===== config.mk =====
export PLATFORM = sky130hd
export DESIGN_NAME = keypad_matrix_change_detector
export DESIGN_NICKNAME = d
export VERILOG_FILES = /design/src/sv/kmcd_pkg.sv /design/src/sv/kmcd_front.sv /design/src/sv/kmcd_back.sv /design/src/sv/keypad_matrix_change_detector.sv
export SDC_FILE = /design/constraint.sdc
export NUM_CORES = 1
export LEC_CHECK = 0
export ABC_AREA = 1
export BUFFER_PORTS_ARGS = -buffer_cell sky130_fd_sc_hd__buf_2
export CAP_MARGIN = 30
export CORE_MARGIN = 2
export CORE_UTILIZATION = 30
export CTS_BUF_LIST = sky130_fd_sc_hd__clkbuf_8
export DETAILED_ROUTE_END_ITERATION = 6
export GPL_ROUTABILITY_DRIVEN = 0
export SLEW_MARGIN = 15
export SYNTH_ARGS = -nofsm -noshare
export SYNTH_HDL_FRONTEND = slang
export SYNTH_SLANG_ARGS = --single-unit

===== constraint.sdc =====
create_clock -name i_clk -period 4 [get_ports i_clk]
set_clock_uncertainty 0.2 [all_clocks]
set_input_delay 0.6 -clock i_clk [delete_from_list [all_inputs] [get_ports i_clk]]
set_output_delay 0.6 -clock i_clk [all_outputs]
set_load 0.01 [all_outputs]

===== src/sv/kmcd_pkg.sv =====
package kmcd_pkg;

    typedef struct packed {
        logic [1:0] func;
        logic [2:0] key_row;
        logic [1:0] key_col;
        logic       key_down;
    } t_in_item;

    typedef struct packed {
        logic [4:0] scan_code;
        logic [2:0] event_row;
        logic [1:0] event_col;
        logic       now_pressed;
        logic       is_sync;
        logic       last_of_run;
    } t_out_item;

    localparam logic [1:0] FUNC_BEGIN  = 2'd0;
    localparam logic [1:0] FUNC_REPORT = 2'd1;
    localparam logic [1:0] FUNC_END    = 2'd2;
    localparam logic [1:0] FUNC_FAIL   = 2'd3;

    localparam logic CFG_KEY_ROWS = 1'b0;
    localparam logic CFG_KEY_COLS = 1'b1;

    localparam logic [3:0] KEY_ROWS_RST = 4'd8;
    localparam logic [2:0] KEY_COLS_RST = 3'd4;

    typedef enum logic [1:0] {
        OP_CLEAR,
        OP_SET,
        OP_END
    } t_op;

    typedef struct packed {
        t_op        op;
        logic [2:0] key_row;
        logic [1:0] key_col;
        logic       key_down;
    } t_cmd;

    typedef struct packed {
        logic [3:0] rows;
        logic [2:0] cols;
    } t_geom;

    typedef enum logic [1:0] {
        ST_IDLE,
        ST_WALK,
        ST_SYNC
    } t_walk_state;

    // Row shift of the scan code: the smallest s with 2**s >= cols.
    function automatic logic [1:0] code_shift(input logic [2:0] cols);
        logic [1:0] s;
        s = 2'd0;
        if (cols > 3'd1) begin
            s = 2'd1;
        end
        if (cols > 3'd2) begin
            s = 2'd2;
        end
        if (cols > 3'd4) begin
            s = 2'd3;
        end
        return s;
    endfunction

endpackage


===== src/sv/kmcd_front.sv =====
module kmcd_front (
    input  logic                i_clk,
    input  logic                i_rst_n,
    input  logic                i_in_valid,
    output logic                o_in_ready,
    input  kmcd_pkg::t_in_item  i_in_item,
    input  kmcd_pkg::t_geom     i_geom,
    output logic                o_cmd_valid,
    output kmcd_pkg::t_cmd      o_cmd,
    input  logic                i_cmd_pop
);

    kmcd_pkg::t_cmd r_q [2];
    logic           r_wr_ptr;
    logic           r_rd_ptr;
    logic [1:0]     r_count;

    logic           accept;
    logic           range_ok;
    logic           push;
    logic           pop;
    kmcd_pkg::t_cmd cmd;

    assign o_in_ready  = (r_count != 2'd2);
    assign o_cmd_valid = (r_count != 2'd0);
    assign o_cmd       = r_q[r_rd_ptr];
    assign accept      = i_in_valid && o_in_ready;
    assign pop         = i_cmd_pop && o_cmd_valid;

    always_comb begin
        range_ok     = ({1'b0, i_in_item.key_row} < i_geom.rows)
                    && ({1'b0, i_in_item.key_col} < i_geom.cols);
        cmd.key_row  = i_in_item.key_row;
        cmd.key_col  = i_in_item.key_col;
        cmd.key_down = i_in_item.key_down;
        push         = accept;
        unique case (i_in_item.func) inside
            kmcd_pkg::FUNC_BEGIN, kmcd_pkg::FUNC_FAIL: begin
                cmd.op = kmcd_pkg::OP_CLEAR;
            end
            kmcd_pkg::FUNC_REPORT: begin
                cmd.op = kmcd_pkg::OP_SET;
                push   = accept && range_ok;
            end
            default: begin
                cmd.op = kmcd_pkg::OP_END;
            end
        endcase
    end

    always_ff @(posedge i_clk) begin
        if (push) begin
            r_q[r_wr_ptr] <= cmd;
        end
    end

    always_ff @(posedge i_clk) begin
        if (!i_rst_n) begin
            r_wr_ptr <= 1'b0;
            r_rd_ptr <= 1'b0;
            r_count  <= 2'd0;
        end else begin
            if (push) begin
                r_wr_ptr <= ~r_wr_ptr;
            end
            if (pop) begin
                r_rd_ptr <= ~r_rd_ptr;
            end
            if (push && !pop) begin
                r_count <= r_count + 2'd1;
            end else if (pop && !push) begin
                r_count <= r_count - 2'd1;
            end
        end
    end

endmodule


===== src/sv/kmcd_back.sv =====
module kmcd_back #(
    parameter int MAX_ROWS = 8,
    parameter int MAX_COLS = 4
) (
    input  logic                i_clk,
    input  logic                i_rst_n,
    input  logic                i_cmd_valid,
    input  kmcd_pkg::t_cmd      i_cmd,
    output logic                o_cmd_pop,
    input  kmcd_pkg::t_geom     i_geom,
    output logic                o_out_valid,
    input  logic                i_out_ready,
    output kmcd_pkg::t_out_item o_out_item
);

    localparam int NBITS = MAX_ROWS * MAX_COLS;
    localparam int IDX_W = (NBITS > 1) ? $clog2(NBITS) : 1;
    localparam int LIN_W = (IDX_W > 7) ? IDX_W : 7;

    kmcd_pkg::t_walk_state r_state, n_state;
    logic [NBITS-1:0]      r_cur, n_cur;
    logic [NBITS-1:0]      r_prev, n_prev;
    logic [IDX_W-1:0]      r_bit, n_bit;
    logic [3:0]            r_row, n_row;
    logic [2:0]            r_col, n_col;
    logic                  r_out_valid, n_out_valid;
    kmcd_pkg::t_out_item   r_out, n_out;

    logic [LIN_W-1:0]      lin;
    logic [IDX_W-1:0]      set_idx;
    logic                  step_ok;
    logic                  last_key;
    logic                  changed;
    logic [7:0]            code_sum;

    assign o_out_valid = r_out_valid;
    assign o_out_item  = r_out;

    always_comb begin
        lin      = LIN_W'(i_cmd.key_row) * LIN_W'(i_geom.cols) + LIN_W'(i_cmd.key_col);
        set_idx  = lin[IDX_W-1:0];
        step_ok  = !r_out_valid || i_out_ready;
        last_key = (r_row == i_geom.rows - 4'd1) && (r_col == i_geom.cols - 3'd1);
        changed  = r_cur[r_bit] ^ r_prev[r_bit];
        code_sum = (8'(r_row) << kmcd_pkg::code_shift(i_geom.cols)) + 8'(r_col);

        n_state     = r_state;
        n_cur       = r_cur;
        n_prev      = r_prev;
        n_bit       = r_bit;
        n_row       = r_row;
        n_col       = r_col;
        n_out_valid = r_out_valid && !i_out_ready;
        n_out       = r_out;
        o_cmd_pop   = 1'b0;

        unique case (r_state)
            kmcd_pkg::ST_IDLE: begin
                if (i_cmd_valid) begin
                    o_cmd_pop = 1'b1;
                    unique case (i_cmd.op)
                        kmcd_pkg::OP_CLEAR: begin
                            n_cur = '0;
                        end
                        kmcd_pkg::OP_SET: begin
                            n_cur[set_idx] = i_cmd.key_down;
                        end
                        default: begin
                            n_state = kmcd_pkg::ST_WALK;
                            n_bit   = '0;
                            n_row   = 4'd0;
                            n_col   = 3'd0;
                        end
                    endcase
                end
            end
            kmcd_pkg::ST_WALK: begin
                if (step_ok) begin
                    n_prev[r_bit] = r_cur[r_bit];
                    if (changed) begin
                        n_out_valid           = 1'b1;
                        n_out.scan_code       = code_sum[4:0];
                        n_out.event_row       = r_row[2:0];
                        n_out.event_col       = r_col[1:0];
                        n_out.now_pressed     = r_cur[r_bit];
                        n_out.is_sync         = 1'b0;
                        n_out.last_of_run     = 1'b0;
                    end
                    if (last_key) begin
                        n_state = kmcd_pkg::ST_SYNC;
                    end else begin
                        n_bit = r_bit + IDX_W'(1);
                        if (r_col == i_geom.cols - 3'd1) begin
                            n_col = 3'd0;
                            n_row = r_row + 4'd1;
                        end else begin
                            n_col = r_col + 3'd1;
                        end
                    end
                end
            end
            default: begin
                if (step_ok) begin
                    n_out_valid       = 1'b1;
                    n_out.scan_code   = 5'd0;
                    n_out.event_row   = 3'd0;
                    n_out.event_col   = 2'd0;
                    n_out.now_pressed = 1'b0;
                    n_out.is_sync     = 1'b1;
                    n_out.last_of_run = 1'b1;
                    n_state           = kmcd_pkg::ST_IDLE;
                end
            end
        endcase
    end

    always_ff @(posedge i_clk) begin
        if (!i_rst_n) begin
            r_state     <= kmcd_pkg::ST_IDLE;
            r_cur       <= '0;
            r_prev      <= '0;
            r_bit       <= '0;
            r_row       <= 4'd0;
            r_col       <= 3'd0;
            r_out_valid <= 1'b0;
        end else begin
            r_state     <= n_state;
            r_cur       <= n_cur;
            r_prev      <= n_prev;
            r_bit       <= n_bit;
            r_row       <= n_row;
            r_col       <= n_col;
            r_out_valid <= n_out_valid;
        end
    end

    always_ff @(posedge i_clk) begin
        r_out <= n_out;
    end

endmodule


===== src/sv/keypad_matrix_change_detector.sv =====
// Channel   Direction  Handshake                   Payload
// input     in         i_in_valid / o_in_ready     i_in_item  (kmcd_pkg::t_in_item)
// output    out        o_out_valid / i_out_ready   o_out_item (kmcd_pkg::t_out_item)
// config    in         i_cfg_we                    i_cfg_index, i_cfg_data
//
// Begin and scan-failed items clear the current key map; a report item in range sets or clears one key bit.
// An end-scan item starts a walk: each key bit is compared with the previous map, then a sync item follows.
// A two-entry command queue lets the input side keep accepting during a walk.
// The walk pauses while the output register holds an item that is not taken.
// Synchronous reset clears both maps, the queue and the output valid flag and sets 8 rows, 4 columns.
module keypad_matrix_change_detector #(
    parameter int MAX_ROWS = 8,
    parameter int MAX_COLS = 4
) (
    input  logic                i_clk,
    input  logic                i_rst_n,
    input  logic                i_in_valid,
    output logic                o_in_ready,
    input  kmcd_pkg::t_in_item  i_in_item,
    output logic                o_out_valid,
    input  logic                i_out_ready,
    output kmcd_pkg::t_out_item o_out_item,
    input  logic                i_cfg_we,
    input  logic                i_cfg_index,
    input  logic [3:0]          i_cfg_data
);

    localparam logic [4:0] MAX_ROWS_W = 5'(MAX_ROWS);
    localparam logic [4:0] MAX_COLS_W = 5'(MAX_COLS);

    logic [3:0]      r_key_rows;
    logic [2:0]      r_key_cols;
    kmcd_pkg::t_geom geom;
    logic            cmd_valid;
    logic            cmd_pop;
    kmcd_pkg::t_cmd  cmd;

    always_ff @(posedge i_clk) begin
        if (!i_rst_n) begin
            r_key_rows <= kmcd_pkg::KEY_ROWS_RST;
            r_key_cols <= kmcd_pkg::KEY_COLS_RST;
        end else if (i_cfg_we) begin
            unique case (i_cfg_index)
                kmcd_pkg::CFG_KEY_ROWS: r_key_rows <= i_cfg_data;
                default:                r_key_cols <= i_cfg_data[2:0];
            endcase
        end
    end

    always_comb begin
        if (r_key_rows == 4'd0) begin
            geom.rows = 4'd1;
        end else if ({1'b0, r_key_rows} > MAX_ROWS_W) begin
            geom.rows = MAX_ROWS_W[3:0];
        end else begin
            geom.rows = r_key_rows;
        end
        if (r_key_cols == 3'd0) begin
            geom.cols = 3'd1;
        end else if ({2'b0, r_key_cols} > MAX_COLS_W) begin
            geom.cols = MAX_COLS_W[2:0];
        end else begin
            geom.cols = r_key_cols;
        end
    end

    kmcd_front u_front (
        .i_clk       (i_clk),
        .i_rst_n     (i_rst_n),
        .i_in_valid  (i_in_valid),
        .o_in_ready  (o_in_ready),
        .i_in_item   (i_in_item),
        .i_geom      (geom),
        .o_cmd_valid (cmd_valid),
        .o_cmd       (cmd),
        .i_cmd_pop   (cmd_pop)
    );

    kmcd_back #(
        .MAX_ROWS (MAX_ROWS),
        .MAX_COLS (MAX_COLS)
    ) u_back (
        .i_clk       (i_clk),
        .i_rst_n     (i_rst_n),
        .i_cmd_valid (cmd_valid),
        .i_cmd       (cmd),
        .o_cmd_pop   (cmd_pop),
        .i_geom      (geom),
        .o_out_valid (o_out_valid),
        .i_out_ready (i_out_ready),
        .o_out_item  (o_out_item)
    );

endmodule


==> metrics.sh <==
FINAL-MAX-SLEW-VIOLATION-COUNT=0
END_KIND='register'
CTSHTREEMAXLEVEL=4
TIMING.MAX_SLEW.REL_SLACK=0.472
INITIAL_UTILIZATION=0.308
GLOBAL_ROUTE.USAGE.TOTAL=0.149
DIE_X_UM=157
WORSTPATHCELLLIST='mux2i_1 > nor2_1 > fa_1 > ha_1 > ha_1 > nand2_1 > inv_1 > nand2_1 > nand3_1 > nand3_1 > nand2_2 > nor2_2 > nand4_1 > a21oi_1'
RSZ_0062_RAISED_AFTER_GLOBAL_ROUTING='no'
ROUTED_WIRELENGTH_UM=17400
VDD.IR_DROP.WORST_mV=0.336
TIMING_WORST_SETUP_PATH_TYPE='reg2reg'
TRITONCTS='yes'
OUTCOME='finished clean'
MAX_FREQ_GHz=0.278
OVERFLOW=0
HOLDBUFCOUNTCTS=0
TOTAL_POWER_mW=4.49
FINAL_HOLD_VIOL_COUNT=0
SYNTH-SEQ-CELLS=119
SYNTH_TOP_FAMILY_BY_AREA='simple AND/OR/NAND/NOR gates'
NUMPORTBUFFERS=32
AREAGROWTHSYNTHTOFINISH_PCT=13.2
WORST-PATH-BUF-INV=1
VIAS=6569
DRC=0
YS_TYPES=34
FINAL-INSTANCE-COUNT-EXCL-FILL=1388
CTS.REPORTEDPATHS.CLKPINSLEW_NS=0.08
POWER.STATIC_LEAKAGE_nW=3.45
TIMING_WORST_SLEW_PIN_VALUE_NS=0.789
ANTENNA_DIODES=0
DRT.ANTENNA.VIOLATING_NETS=0
HP-CLASS='in2reg'
VIAS_IN_THE_FIRST_GLOBAL_ROUTE=6109
FP-ROW-COUNT=55
LAYOUT-DRIVE-GT1-SHARE=0.112
SYNTH-COMPOUND-AREA-SHARE=0.121
DIE_Y_UM=157
DATA_ARRIVAL_TIME_OF_THE_WORST_PATH_NS=3.76
SYNTH_AREA_PER_CELL_UM2=6.77
POST_DRT_VIA_CELL_RATIO=4.73
MAPPEDNETLISTNETS=1083
SYNTHMUXAREASHARE=0.00428
FLOORPLAN.IO_PINS=33
SYNTH_XOR_XNOR_AREA_SHARE=0.0136
DESIGN_AREA_MM2=0.00794
PLACE.DETAILED.HPWL_UM=11400
SETUP_TNS_NS=0
CELLPOWERDENSITY_mW_PER_MM2=565
MOSTFREQUENTLAYOUTCELLS='sky130_fd_sc_hd__nand2_1 (320), sky130_fd_sc_hd__inv_1 (120), sky130_fd_sc_hd__a21oi_1 (92)'
CTS_SETUP_BUFFERS=0
TRITONCTS_NUM_SINKS=119
TIMING.HOLD.WS_NS=0.158
SYNTH-SIMPLE-AREA-SHARE=0.320
ANTENNA_FOUND_INITIAL=0
CORE_AREA_MM2=0.0228
TRITONCTS.NUM_BUFFERS=17
CTS_ROOT_BUFFER='sky130_fd_sc_hd__clkbuf_8'
WORSTPATHREQUIRED_NS=4.17
WIRE_LENGTH_OF_THE_FIRST_GLOBAL_ROUTING_PASS_UM=29600
DRT_FIRST_ITER_VIOLATIONS=497
AVGROUTEDWIREPERCELL_UM=12.6
DPL.CELL_COUNT=1356
MAX_CAP_VIOLATIONS=0
NETLIST_AREA_MM2=0.00702
FINAL_COMMON_CELL='sky130_fd_sc_hd__nand2_1'
CLOCK_LATENCY_NS=0.44
SYN-INSTANCE-COUNT=1037
FP.DIEAREA_MM2=0.0246
FINALSETUPVIOLATIONS=0
POSTPLACECELLAREA_MM2=0.00755
SEQUENTIAL_AREA_SHARE_AFTER_SYNTHESIS=0.380
NUM-NETS-FINAL=1108
CTS-ROOT-TO-SINK-BUFFERS=2
SYNTHESIS.YOSYS.WARNINGS=0
GRT_MAX_DEGREE=37
PERIOD_SHARE=0.898
CRITICAL-PATH-SLOWEST-CELL='sky130_fd_sc_hd__dfxtp_1'
DRT_FIRST_PASS_ITERS=7
SYNTH_ADDER_AREA_SHARE=0.0531
PERIOD_NEEDED_NS=3.59
WORSTPATHMAXFANOUT=18
WORST_SETUP_PATH_START_KIND='register'
CPLARGESTDELAYFAMILY='adder cells'
CRITICAL_PATH.MAX_STAGE_DELAY_NS=0.53
[power by group]
part / total, mW / internal (mW) / switching (mW) / leakage [nW]
Combinational: 1.97 / 0.567 / 1.40 / 2.28
Clock: 1.08 / 0.552 / 0.533 / 0.176
Sequential: 1.44 / 1.37 / 0.0732 / 0.998
[per-stage QoR]
stage / util / setup WS [ns]
2_1_floorplan: - / 0.634
3_3_place_gp: 0.330 / 0.349
3_5_place_dp: 0.331 / 0.289
4_1_cts: 0.348 / 0.259
5_1_grt: 0.349 / 0.0142
6_report: 0.349 / 0.407
[final cells by class]
| type | count | area [um2] |
|---|---|---|
| fill | 2467 | 14800 |
| multi-input combinational | 727 | 3590 |
| sequential | 119 | 2660 |
| inverter | 138 | 518 |
| tap | 313 | 392 |
| timing repair buffer | 59 | 383 |
| clock buffer | 17 | 234 |
| clock inverter | 15 | 156 |
[cell usage after synthesis]
cell | instances | area share
sky130_fd_sc_hd__nand3_1 | 43 | 0.031
sky130_fd_sc_hd__clkbuf_1 | 27 | 0.014
sky130_fd_sc_hd__o21bai_1 | 1 | 0.0011
sky130_fd_sc_hd__xnor2_1 | 5 | 0.0062
sky130_fd_sc_hd__buf_2 | 14 | 0.010
sky130_fd_sc_hd__a21oi_1 | 92 | 0.066
sky130_fd_sc_hd__nor2_1 | 69 | 0.037
sky130_fd_sc_hd__ha_1 | 25 | 0.045
sky130_fd_sc_hd__nand2_2 | 3 | 0.0027
sky130_fd_sc_hd__o21ai_0 | 19 | 0.014
sky130_fd_sc_hd__edfxtp_1 | 28 | 0.12
sky130_fd_sc_hd__nor2_2 | 5 | 0.0045
sky130_fd_sc_hd__mux2i_1 | 3 | 0.0043
sky130_fd_sc_hd__fa_1 | 3 | 0.0086
sky130_fd_sc_hd__nand4_1 | 69 | 0.062
sky130_fd_sc_hd__buf_1 | 4 | 0.0021
sky130_fd_sc_hd__inv_1 | 120 | 0.064
sky130_fd_sc_hd__nand2_1 | 320 | 0.17
sky130_fd_sc_hd__o21a_1 | 1 | 0.0011
sky130_fd_sc_hd__inv_2 | 17 | 0.0091
sky130_fd_sc_hd__o21ai_1 | 48 | 0.034
sky130_fd_sc_hd__nand2b_1 | 1 | 0.00089
sky130_fd_sc_hd__nor4b_4 | 1 | 0.0034
sky130_fd_sc_hd__buf_4 | 8 | 0.0086
sky130_fd_sc_hd__xor2_1 | 4 | 0.0050
sky130_fd_sc_hd__o22ai_1 | 1 | 0.00089
sky130_fd_sc_hd__nor3_1 | 7 | 0.0050
sky130_fd_sc_hd__nor3_2 | 1 | 0.0014
sky130_fd_sc_hd__o211ai_1 | 3 | 0.0032
sky130_fd_sc_hd__dfxtp_1 | 91 | 0.26
sky130_fd_sc_hd__o31ai_1 | 1 | 0.0011
sky130_fd_sc_hd__xnor2_2 | 1 | 0.0023
sky130_fd_sc_hd__nor2_4 | 1 | 0.0016
sky130_fd_sc_hd__clkinv_1 | 1 | 0.00053
[path summary, 6_finish.rpt]
check	startpoint	end	cells past startpoint	slack (ns)
setup reg to reg	register	u_back.r_cur[5]	14	0.41
hold / removal	i_in_item[0]	u_front.r_q[0][0]	1	0.16
hold reg to reg	u_front.r_rd_ptr	u_front.r_rd_ptr	1	0.25
setup / recovery	register	u_back.r_cur[5]	14	0.41
[routing by layer]
layer / part of all wire / vias up / global-route usage
met5: 0 / - / 0
met4: 0.015 / 0 / 0.0485
met3: 0.045 / 17 / 0.0385
met2: 0.46 / 150 / 0.241
met1: 0.48 / 2979 / 0.194
li1: - / 3423 / -
[what timing repair did]
| item | 4_1_cts | 5_1_grt |
|---|---|---|
| endpoints found under the hold margin | 0 | 0 |
| resized for setup | 0 | 1 |
| setup endpoints to repair | 0 | 8 |
[registers in the layout, summed over array words and instances (netlist names), 3 cells and up, named ones only]
signal and count:
u_back.r_cur 32, u_back.r_prev 32, u_front.r_q 16, u_back.o_out_item 12, u_back.r_bit 5, r_key_rows 4, u_back.r_row 4, r_key_cols 3
u_back.r_col 3
[cell families (layout without fill, tap and decap cells)]
logic type,Yosys count,in the layout
and+or+nand+nor,520,520
buffers and inverters,191,229
AOI/OAI and AO/OA,166,166
DFF,119,119
adders and majority gates,28,28
xor gates and xnor gates,10,10
muxes,3,3
No activity file was read; power rests on OpenSTA's default activity.
